[src/rtl/tvcr_pkg.sv]
// Shared types and constants for the trajectory view clipping core.
package tvcr_pkg;

    // Configuration register indexes.
    localparam logic [2:0] REG_VIEW_WIDTH   = 3'd0;
    localparam logic [2:0] REG_VIEW_HEIGHT  = 3'd1;
    localparam logic [2:0] REG_FRAME_LEFT   = 3'd2;
    localparam logic [2:0] REG_FRAME_TOP    = 3'd3;
    localparam logic [2:0] REG_FRAME_RIGHT  = 3'd4;
    localparam logic [2:0] REG_FRAME_BOTTOM = 3'd5;
    localparam logic [2:0] REG_GRID_STEP    = 3'd6;

    // Sequencer states.
    typedef enum logic [3:0] {
        ST_IDLE,
        ST_MUL_START,
        ST_MUL_WAIT,
        ST_PROJ_START,
        ST_PROJ_WAIT,
        ST_SNAP_START,
        ST_SNAP_WAIT,
        ST_DECIDE,
        ST_EMIT0,
        ST_EMIT1
    } seq_state_t;

    // Request from the sequencer to the serial divider.
    typedef struct packed {
        logic start;
        logic dvd_neg;
        logic dvs_neg;
    } div_ctrl_t;

endpackage

[src/rtl/tvcr_divider.sv]
// Radix-2 restoring divider for signed operands, one quotient bit per cycle.
module tvcr_divider
    import tvcr_pkg::*;
#(
    parameter int W = 64
)
(
    input  logic         clk,
    input  logic         rst_n,
    input  div_ctrl_t    ctrl,
    input  logic [W-1:0] dvd_mag,
    input  logic [W-1:0] dvs_mag,
    output logic         done,
    output logic [W:0]   quot,
    output logic [W-1:0] rem
);

    localparam int CW = $clog2(W + 1);

    logic [W-1:0]  rem_reg, rem_next;
    logic [W-1:0]  q_reg, q_next;
    logic [W-1:0]  dvs_reg;
    logic [CW-1:0] cnt_reg, cnt_next;
    logic          busy_reg, busy_next;
    logic          neg_reg;
    logic [W:0]    trial;

    // One shift-and-subtract step per cycle.
    always_comb
    begin
        rem_next  = rem_reg;
        q_next    = q_reg;
        cnt_next  = cnt_reg;
        busy_next = busy_reg;
        trial     = {rem_reg, q_reg[W-1]} - {1'b0, dvs_reg};
        if (ctrl.start)
        begin
            rem_next  = '0;
            q_next    = dvd_mag;
            cnt_next  = CW'(W);
            busy_next = 1'b1;
        end
        else if (busy_reg)
        begin
            if (!trial[W])
            begin
                rem_next = trial[W-1:0];
                q_next   = {q_reg[W-2:0], 1'b1};
            end
            else
            begin
                rem_next = {rem_reg[W-2:0], q_reg[W-1]};
                q_next   = {q_reg[W-2:0], 1'b0};
            end
            cnt_next = cnt_reg - 1'b1;
            if (cnt_reg == CW'(1))
                busy_next = 1'b0;
        end
    end

    always_ff @(posedge clk or negedge rst_n)
    begin
        if (!rst_n)
        begin
            busy_reg <= 1'b0;
            cnt_reg  <= '0;
        end
        else
        begin
            busy_reg <= busy_next;
            cnt_reg  <= cnt_next;
        end
    end

    always_ff @(posedge clk)
    begin
        rem_reg <= rem_next;
        q_reg   <= q_next;
        if (ctrl.start)
        begin
            dvs_reg <= dvs_mag;
            neg_reg <= ctrl.dvd_neg ^ ctrl.dvs_neg;
        end
    end

    // Done pulses on the cycle after the last step.
    logic busy_d_reg;
    always_ff @(posedge clk or negedge rst_n)
    begin
        if (!rst_n)
            busy_d_reg <= 1'b0;
        else
            busy_d_reg <= busy_reg;
    end

    assign done = busy_d_reg && !busy_reg;
    assign quot = neg_reg ? -{1'b0, q_reg} : {1'b0, q_reg};
    assign rem  = rem_reg;

endmodule

[src/rtl/tvcr_multiplier.sv]
// Serial shift-and-add multiplier for the offset times view size product.
module tvcr_multiplier #(
    parameter int W = 34
)
(
    input  logic            clk,
    input  logic            rst_n,
    input  logic            start,
    input  logic [W-1:0]    a_mag,
    input  logic [12:0]     b,
    output logic            done,
    output logic [W+12:0]   prod
);

    logic [W+12:0] acc_reg;
    logic [W+12:0] a_reg;
    logic [12:0]   b_reg;
    logic [3:0]    cnt_reg;
    logic          busy_reg;

    // One multiplier bit per cycle, least significant first.
    always_ff @(posedge clk or negedge rst_n)
    begin
        if (!rst_n)
        begin
            busy_reg <= 1'b0;
            cnt_reg  <= '0;
        end
        else if (start)
        begin
            busy_reg <= 1'b1;
            cnt_reg  <= 4'd13;
        end
        else if (busy_reg)
        begin
            cnt_reg <= cnt_reg - 1'b1;
            if (cnt_reg == 4'd1)
                busy_reg <= 1'b0;
        end
    end

    always_ff @(posedge clk)
    begin
        if (start)
        begin
            acc_reg <= '0;
            a_reg   <= {13'd0, a_mag};
            b_reg   <= b;
        end
        else if (busy_reg)
        begin
            if (b_reg[0])
                acc_reg <= acc_reg + a_reg;
            a_reg <= {a_reg[W+11:0], 1'b0};
            b_reg <= {1'b0, b_reg[12:1]};
        end
    end

    logic busy_d_reg;
    always_ff @(posedge clk or negedge rst_n)
    begin
        if (!rst_n)
            busy_d_reg <= 1'b0;
        else
            busy_d_reg <= busy_reg;
    end

    assign done = busy_d_reg && !busy_reg;
    assign prod = acc_reg;

endmodule

[src/rtl/trajectory_view_clip_runs_core.sv]
// Top level of the trajectory view clipping core: sequencer, run logic and ports.
//
// Each accepted sample is processed on its own, x axis first, then y. Per axis a serial
// multiplier forms (s - edge) * size, a shared radix-2 divider divides by the frame span
// (48 quotient bits, one per cycle), and the same divider then snaps the result to the
// grid. The input stalls from each transfer until its results are out, so the core takes
// a new sample only when done with the last; output stall holds it longer. An axis with
// a zero frame span skips its snap. Results come as up to two transfers per sample.
module trajectory_view_clip_runs_core
    import tvcr_pkg::*;
#(
    parameter int COORD_BITS = 32
)
(
    input  logic        clk,
    input  logic        rst_n,
    input  logic        cfg_we,
    input  logic [2:0]  cfg_index,
    input  logic [31:0] cfg_data,
    input  logic        in_valid,
    output logic        in_stall,
    input  logic [31:0] sample_x,
    input  logic [31:0] sample_y,
    input  logic        first_sample,
    input  logic        last_sample,
    output logic        out_valid,
    input  logic        out_stall,
    output logic [15:0] point_x,
    output logic [15:0] point_y,
    output logic        point_valid,
    output logic        run_end
);

    // Wide enough for the 47-bit product and for any COORD_BITS up to 48.
    localparam int DW = 48;
    localparam int MW = 34;

    // Configuration registers.
    logic [12:0] vw_reg, vh_reg;
    logic [31:0] fl_reg, ft_reg, fr_reg, fb_reg;
    logic [7:0]  gs_reg;

    always_ff @(posedge clk or negedge rst_n)
    begin
        if (!rst_n)
        begin
            vw_reg <= 13'd400;
            vh_reg <= 13'd400;
            fl_reg <= '0;
            ft_reg <= '0;
            fr_reg <= 32'd400;
            fb_reg <= 32'd400;
            gs_reg <= 8'd1;
        end
        else if (cfg_we)
        begin
            unique case (cfg_index)
                REG_VIEW_WIDTH:   vw_reg <= cfg_data[12:0];
                REG_VIEW_HEIGHT:  vh_reg <= cfg_data[12:0];
                REG_FRAME_LEFT:   fl_reg <= cfg_data;
                REG_FRAME_TOP:    ft_reg <= cfg_data;
                REG_FRAME_RIGHT:  fr_reg <= cfg_data;
                REG_FRAME_BOTTOM: fb_reg <= cfg_data;
                REG_GRID_STEP:    gs_reg <= cfg_data[7:0];
                default: ;
            endcase
        end
    end

    // Sample capture and state.
    seq_state_t state_reg, state_next;
    logic [31:0] sx_reg, sy_reg;
    logic        last_reg;
    logic        axis_reg;
    logic [COORD_BITS-1:0] nx_reg, ny_reg, px_reg, py_reg;
    logic        pv_reg, ir_reg;
    logic [DW-1:0] q_reg;
    logic        zero_reg;
    logic [1:0]  nres_reg;
    logic [15:0] ox0_reg, oy0_reg, ox1_reg, oy1_reg;
    logic [1:0]  ofl0_reg, ofl1_reg;

    // Axis operands.
    logic signed [32:0] s_ax, lo_ax, hi_ax;
    logic [12:0]        size_ax;
    logic signed [33:0] off, den;
    logic [MW-1:0]      off_mag;

    assign s_ax    = axis_reg ? {sy_reg[31], sy_reg} : {sx_reg[31], sx_reg};
    assign lo_ax   = axis_reg ? {ft_reg[31], ft_reg} : {fl_reg[31], fl_reg};
    assign hi_ax   = axis_reg ? {fb_reg[31], fb_reg} : {fr_reg[31], fr_reg};
    assign size_ax = axis_reg ? vh_reg : vw_reg;
    assign off     = {s_ax[32], s_ax} - {lo_ax[32], lo_ax};
    assign den     = {hi_ax[32], hi_ax} - {lo_ax[32], lo_ax};
    assign off_mag = off[33] ? MW'(-off) : MW'(off);

    // Serial multiplier, started once per axis.
    logic           mstart;
    logic           mdone;
    logic [MW+12:0] prod;

    assign mstart = (state_reg == ST_MUL_START);

    tvcr_multiplier #(.W(MW)) u_mul (
        .clk   (clk),
        .rst_n (rst_n),
        .start (mstart),
        .a_mag (off_mag),
        .b     (size_ax),
        .done  (mdone),
        .prod  (prod)
    );

    // Shared divider.
    div_ctrl_t     dctrl;
    logic [DW-1:0] dvd_mag, dvs_mag;
    logic          ddone;
    logic [DW:0]   quot;
    logic [DW-1:0] drem;
    logic [7:0]    g_eff;
    logic signed [DW-1:0] cmin, cmax;
    logic signed [DW:0]   q_sat_in;
    logic [COORD_BITS-1:0] snapped;
    logic [DW-1:0] snap_full;

    assign g_eff = (gs_reg == 8'd0) ? 8'd1 : gs_reg;
    assign cmin  = -(DW'(1) <<< (COORD_BITS - 1));
    assign cmax  = (DW'(1) <<< (COORD_BITS - 1)) - DW'(1);

    tvcr_divider #(.W(DW)) u_div (
        .clk     (clk),
        .rst_n   (rst_n),
        .ctrl    (dctrl),
        .dvd_mag (dvd_mag),
        .dvs_mag (dvs_mag),
        .done    (ddone),
        .quot    (quot),
        .rem     (drem)
    );

    // Snapping removes the remainder, which carries the sign of the quotient.
    assign q_sat_in  = quot;
    assign snap_full = q_reg[DW-1] ? q_reg + drem : q_reg - drem;
    assign snapped   = COORD_BITS'(snap_full);

    // Divider operand selection.
    always_comb
    begin
        dctrl   = '0;
        dvd_mag = '0;
        dvs_mag = '0;
        if (state_reg == ST_PROJ_START)
        begin
            dctrl.start   = 1'b1;
            dctrl.dvd_neg = off[33];
            dctrl.dvs_neg = den[33];
            dvd_mag = DW'(prod);
            dvs_mag = den[33] ? DW'(-den) : DW'(den);
        end
        else if (state_reg == ST_SNAP_START)
        begin
            dctrl.start   = 1'b1;
            dctrl.dvd_neg = q_reg[DW-1];
            dvd_mag = q_reg[DW-1] ? -q_reg : q_reg;
            dvs_mag = DW'(g_eff);
        end
    end

    // Inside test and emission on the mapped point.
    logic signed [COORD_BITS-1:0] nxs, nys;
    logic in_view, same;
    assign nxs     = nx_reg;
    assign nys     = ny_reg;
    assign in_view = !nxs[COORD_BITS-1] && !nys[COORD_BITS-1] &&
                     (nx_reg < COORD_BITS'(vw_reg)) && (ny_reg < COORD_BITS'(vh_reg));
    assign same    = (nx_reg == px_reg) && (ny_reg == py_reg);

    // State register.
    always_ff @(posedge clk or negedge rst_n)
    begin
        if (!rst_n)
            state_reg <= ST_IDLE;
        else
            state_reg <= state_next;
    end

    // Next state.
    always_comb
    begin
        state_next = state_reg;
        unique case (state_reg)
            ST_IDLE:       if (in_valid) state_next = ST_MUL_START;
            ST_MUL_START:  state_next = ST_MUL_WAIT;
            ST_MUL_WAIT:   if (mdone) state_next = ST_PROJ_START;
            ST_PROJ_START: state_next = ST_PROJ_WAIT;
            ST_PROJ_WAIT:
            begin
                if (ddone)
                begin
                    if (!zero_reg)
                        state_next = ST_SNAP_START;
                    else
                        state_next = axis_reg ? ST_DECIDE : ST_MUL_START;
                end
            end
            ST_SNAP_START: state_next = ST_SNAP_WAIT;
            ST_SNAP_WAIT:  if (ddone) state_next = axis_reg ? ST_DECIDE : ST_MUL_START;
            ST_DECIDE:     state_next = ST_EMIT0;
            ST_EMIT0:
            begin
                if (nres_reg == 2'd0)
                    state_next = ST_IDLE;
                else if (!out_stall)
                    state_next = (nres_reg == 2'd2) ? ST_EMIT1 : ST_IDLE;
            end
            ST_EMIT1:      if (!out_stall) state_next = ST_IDLE;
            default:       state_next = ST_IDLE;
        endcase
    end

    // Results caused by the mapped point and the run state.
    logic [1:0] n;
    logic [15:0] ex0, ey0, ex1, ey1;
    logic [1:0]  f0, f1;
    logic        ir_new;

    always_comb
    begin
        n   = 2'd0;
        ex0 = '0; ey0 = '0; ex1 = '0; ey1 = '0;
        f0  = '0; f1  = '0;
        ir_new = ir_reg;
        if (in_view)
        begin
            if (pv_reg && !ir_reg)
            begin
                ex0 = px_reg[15:0]; ey0 = py_reg[15:0]; f0 = 2'b10;
                n = 2'd1;
            end
            if (!pv_reg || !same)
            begin
                if (n == 2'd0)
                begin
                    ex0 = nx_reg[15:0]; ey0 = ny_reg[15:0]; f0 = 2'b10;
                end
                else
                begin
                    ex1 = nx_reg[15:0]; ey1 = ny_reg[15:0]; f1 = 2'b10;
                end
                n = n + 2'd1;
            end
            ir_new = 1'b1;
        end
        else
        begin
            if (ir_reg)
            begin
                ex0 = nx_reg[15:0]; ey0 = ny_reg[15:0]; f0 = 2'b11;
                n = 2'd1;
            end
            ir_new = 1'b0;
        end
        if (last_reg && ir_new)
        begin
            if (n == 2'd0)
            begin
                f0 = 2'b01;
                n  = 2'd1;
            end
            else if (n == 2'd1)
                f0[0] = 1'b1;
            else
                f1[0] = 1'b1;
        end
    end

    always_ff @(posedge clk or negedge rst_n)
    begin
        if (!rst_n)
        begin
            pv_reg     <= 1'b0;
            ir_reg     <= 1'b0;
            nres_reg   <= '0;
        end
        else
        begin
            if (state_reg == ST_IDLE && in_valid && first_sample)
            begin
                pv_reg <= 1'b0;
                ir_reg <= 1'b0;
            end
            if (state_reg == ST_DECIDE)
            begin
                nres_reg <= n;
                pv_reg   <= !last_reg;
                ir_reg   <= ir_new && !last_reg;
            end
            if (state_reg == ST_EMIT0 && nres_reg == 2'd1 && !out_stall)
                nres_reg <= '0;
        end
    end

    // Capture the sample and collect the mapped coordinates.
    always_ff @(posedge clk)
    begin
        if (state_reg == ST_IDLE && in_valid)
        begin
            sx_reg   <= sample_x;
            sy_reg   <= sample_y;
            last_reg <= last_sample;
            axis_reg <= 1'b0;
        end
        if (state_reg == ST_PROJ_START)
            zero_reg <= (den == '0);
        if (state_reg == ST_PROJ_WAIT && ddone)
        begin
            if (zero_reg)
                q_reg <= cmin;
            else if (q_sat_in < cmin)
                q_reg <= cmin;
            else if (q_sat_in > cmax)
                q_reg <= cmax;
            else
                q_reg <= DW'(q_sat_in);
            if (zero_reg)
            begin
                if (axis_reg)
                    ny_reg <= COORD_BITS'(cmin);
                else
                    nx_reg <= COORD_BITS'(cmin);
                axis_reg <= 1'b1;
            end
        end
        if (state_reg == ST_SNAP_WAIT && ddone)
        begin
            if (axis_reg)
                ny_reg <= snapped;
            else
                nx_reg <= snapped;
            axis_reg <= 1'b1;
        end
        if (state_reg == ST_DECIDE)
        begin
            px_reg  <= nx_reg;
            py_reg  <= ny_reg;
            ox0_reg <= ex0; oy0_reg <= ey0; ofl0_reg <= f0;
            ox1_reg <= ex1; oy1_reg <= ey1; ofl1_reg <= f1;
        end
    end

    assign in_stall    = (state_reg != ST_IDLE);
    assign out_valid   = (state_reg == ST_EMIT0 && nres_reg != 2'd0) ||
                         (state_reg == ST_EMIT1);
    assign point_x     = (state_reg == ST_EMIT1) ? ox1_reg : ox0_reg;
    assign point_y     = (state_reg == ST_EMIT1) ? oy1_reg : oy0_reg;
    assign point_valid = (state_reg == ST_EMIT1) ? ofl1_reg[1] : ofl0_reg[1];
    assign run_end     = (state_reg == ST_EMIT1) ? ofl1_reg[0] : ofl0_reg[0];

endmodule

[config.mk]
export PLATFORM = sky130hd
export DESIGN_NAME = trajectory_view_clip_runs_core
export DESIGN_NICKNAME = d
export VERILOG_FILES = /design/src/rtl/tvcr_pkg.sv /design/src/rtl/tvcr_divider.sv /design/src/rtl/tvcr_multiplier.sv /design/src/rtl/trajectory_view_clip_runs_core.sv
export SDC_FILE = /design/constraint.sdc
export NUM_CORES = 2
export LEC_CHECK = 0
export BUFFER_PORTS_ARGS = -buffer_cell sky130_fd_sc_hd__buf_2
export CORE_AREA = 2 2 319 321
export CTS_CLUSTER_DIAMETER = 100
export DETAILED_ROUTE_END_ITERATION = 7
export DIE_AREA = 0 0 321 323
export PLACE_DENSITY_LB_ADDON = 0.1
export SYNTH_ARGS = -nofsm -noshare
export SYNTH_HDL_FRONTEND = slang
export SYNTH_SLANG_ARGS = --single-unit
[constraint.sdc]
create_clock -name clk -period 7.9 [get_ports clk]
set_clock_uncertainty 0.05 [all_clocks]
set_input_delay 1.185 -clock clk [delete_from_list [all_inputs] [get_ports clk]]
set_output_delay 1.185 -clock clk [all_outputs]
set_load 0.01 [all_outputs]
==> results.toml <==
[drt]
dr.pass1.iters = 7
wl_um = 125000
avgViaCountPerCell = 5.71
drt_iter0_markers = 2418
route.detailed.wl_per_inst_um = 21.1
via_count = 33884
drcViolationCount = 0
drtAntennaViolNets = 0

[clock_network]
clkTransAtPathRegs_ns = 0.06
ctsResizeCount = 0
clock_sinks = 747
cts_buffers = 84
post_cts_buffers = 0
clk_latency_ns = 0.66
tritoncts = "done"
root_buffer = "clkbuf_16"
clockBufferDepth = 3
cts_hold_buffers = 0
htree_levels = 3

[worst_setup_path]
critPathRequiredTime_ns = 8.34
crit_start = "axis_reg"
cp_data_arrival_time_ns = 6.61
crit_path_cell_trace = "buf_4, mux2_2, ha_1, o21ai_0, a21oi_1, o21ai_0, nand2_1, xnor2_1, nand4bb_1, or4_1, nor4_1, nand2_1, or4b_2, a211oi_1"
reg2reg_from = "axis_reg"
reg2reg_depth = 14
critPathKind = "register to register"
cp_slowest_cell = "nor4_1"
reg2reg_to = "u_div.dvs_reg[32]"
endpoint_kind = "register"
endpoint = "u_div.dvs_reg[32]"
critPathLaunchType = "register"
cp_max_fo = 40
critical-path-max-stage-delay_ns = 0.81
regToRegSetupSlack_ns = 1.73

[placed_design]
portBuffers = 141
dp_hpwl_um = 93700
gp_congestion = 0.877
postPlaceCellArea_sq_um = 46800

[global_route]
grt-ovfl-total = 0
track_usage_pct = 23.9
antenna_found_initial = 7
grt_max_degree = 79
grt_pass1_wl_um = 194000
grt_pass1_vias = 32251

[synth]
synth_top_family_by_area = "compound AO/OA/AOI/OAI gates"
yosys_warnings = 0
synth_top_area_share_pct = 26.1
synth_fa_ha_area_share_pct = 6.47
async_reset_ff_share_pct = 24.6
synthMuxAreaShare_pct = 7.72
synth_xor_area_share_pct = 7.15
syn_inst = 4496
syn-cell-area_sq_um = 44900
synth-compound-area-share_pct = 18.5
synth_top_area_cell = "edfxtp_1"
yosysSeqAreaShare_pct = 44.1
synthTopCellsByArea = "edfxtp_1 26%, dfrtp_1 9.5%, dfxtp_1 7.7%, ha_1 6.2%, mux2_2 5.9%"
synthDistinctLibCells = 86
synth_simple_gate_area_share_pct = 12.6
syn-mean-instance-area_sq_um = 9.98
synth_common_cells = "390 x edfxtp_1, 350 x nand2_1, 319 x a21oi_1, 312 x o21ai_0, 250 x nor2_1"
synth-edff-count = 390
synthFlopType = "edfxtp_1"
synth-seq-cells = 747
synth.most_common_cell = "edfxtp_1"

[power]
peakVddDrop_v = 0.000234
p_leak_nw = 20.1
p_per_area_nw_per_um2 = 467

[timing]
fin_tns_setup_ns = 0
post-route-min-period_ns = 6.17
timing.final.crit_share_pct = 78.1
slew_headroom_pct = 20.9
finalHoldViolations = 0
grt_setup_unrepaired = "no"
final_max_slew_viol_count = 0
max_freq_ghz = 0.162
final-setup-viol-count = 0
worst_pin_slew_ns = 1.19

[floorplanning]
core_area_sq_um = 101000
fp-row-count = 117
initial_core_util_pct = 44.5
fp.dieH_um = 323
chipWidth_um = 321
die_area_sq_um = 104000
num_io_pins = 142

[finish]
fin_area_sq_um = 49500
area_delta_synth_final_pct = 10.4
nets = 4891
drive_gt1_share_pct = 13.6

[job]
maxCapViolations = 0

[hold_path]
hp-class = "register to register"

[run_status]
status = "completed"
metal layers:
metal,part of all wire (%),up-vias,global-route usage (%)
li1,-,16747,-
met1,47,16252,33.2
met2,46,710,38.5
met3,4.1,171,3.25
met4,3.4,4,8.36
met5,0.014,-,0
cell families (layout without fill, tap and decap cells):
| kind of cell | Yosys count | in the layout |
|---|---|---|
| AOI/OAI and AO/OA | 1287 | 1287 |
| and+or+nand+nor | 1144 | 1144 |
| DFF | 747 | 747 |
| buffers and inverters | 406 | 515 |
| xor gates and xnor gates | 366 | 366 |
| muxes | 316 | 316 |
| adders and majority gates | 229 | 229 |
| other | 1 | 24 |
power breakdown:
group          switching, mW  leakage (nW)  internal (mW)
clock network           1.63          1.30           2.22
registers               1.09          7.39           5.51
logic                   7.60          11.4           5.08
area by class of cell:
cell class | count | area [sq um]
fill | 9453 | 51200
multi-input combinational | 3363 | 23700
sequential | 747 | 19800
clock buffer | 119 | 2360
tap | 1309 | 1640
timing repair buffer | 184 | 1050
inverter | 176 | 664
clock inverter | 36 | 320
antenna | 3 | 7.51
worst max-delay path: cells and delay by family, from the launching register on:
kind,cells,cell delay (ns)
AND/OR/NAND/NOR,6,2.66
AO/OA/AOI/OAI,4,1.12
flip-flops,1,0.77
buffers and inverters,1,0.46
multiplexers,1,0.39
adder cells (fa/ha/maj),1,0.33
XOR/XNOR,1,0.20
cell usage in the layout (no fill, tap or decap), types with 44 or more instances in the layout:
| cell type | netlist | final |
|---|---|---|
| buf_2 | 1 | 140 |
| nor2_1 | 250 | 248 |
| nand2b_1 | 45 | 44 |
| edfxtp_1 | 390 | 390 |
| a211oi_1 | 58 | 57 |
| a21o_1 | 139 | 139 |
| a22o_1 | 92 | 92 |
| dfrtp_1 | 171 | 170 |
| ha_1 | 224 | 224 |
| a22oi_1 | 51 | 51 |
| nor3_1 | 73 | 69 |
| o21ai_0 | 312 | 311 |
| xor2_1 | 196 | 196 |
| mux2i_1 | 79 | 79 |
| xnor2_1 | 170 | 169 |
| inv_1 | 176 | 173 |
| nand4_1 | 58 | 58 |
| a21oi_1 | 319 | 318 |
| a31oi_1 | 49 | 49 |
| mux2_2 | 236 | 236 |
| clkbuf_16 | 0 | 86 |
| nand3_1 | 66 | 66 |
| and2_1 | 46 | 46 |
| nand2_1 | 350 | 348 |
| nor4_1 | 52 | 49 |
| dfxtp_1 | 173 | 172 |
worst min path at each step:
stage | start | to | slack (ns) | depth (start not counted)
2_1_floorplan | u_div.busy_reg | u_div.busy_d_reg | 0.35 | 0
3_3_place_gp | ny_reg[22] | py_reg[22] | 0.39 | 0
3_5_place_dp | ny_reg[22] | py_reg[22] | 0.39 | 0
4_1_cts | ny_reg[22] | py_reg[22] | 0.41 | 0
5_1_grt | nx_reg[17] | px_reg[17] | 0.44 | 0
6_report | ny_reg[22] | py_reg[22] | 0.41 | 0
metrics by stage:
stage          instances  worst slack (ns)  hold WS (ns)  utilization, %  power, mW
6_report            5937              1.73         0.407            49.2       23.1
3_3_place_gp        5779              1.88         0.391            46.5       19.2
4_1_cts             5934              1.77         0.407            49.1       23.2
5_1_grt             5934              1.49         0.438            49.1       25.0
3_5_place_dp        5779              1.79         0.393            46.5       19.3
2_1_floorplan       4516             0.783         0.345               -       15.9
Power figures use the tool's default switching activity.
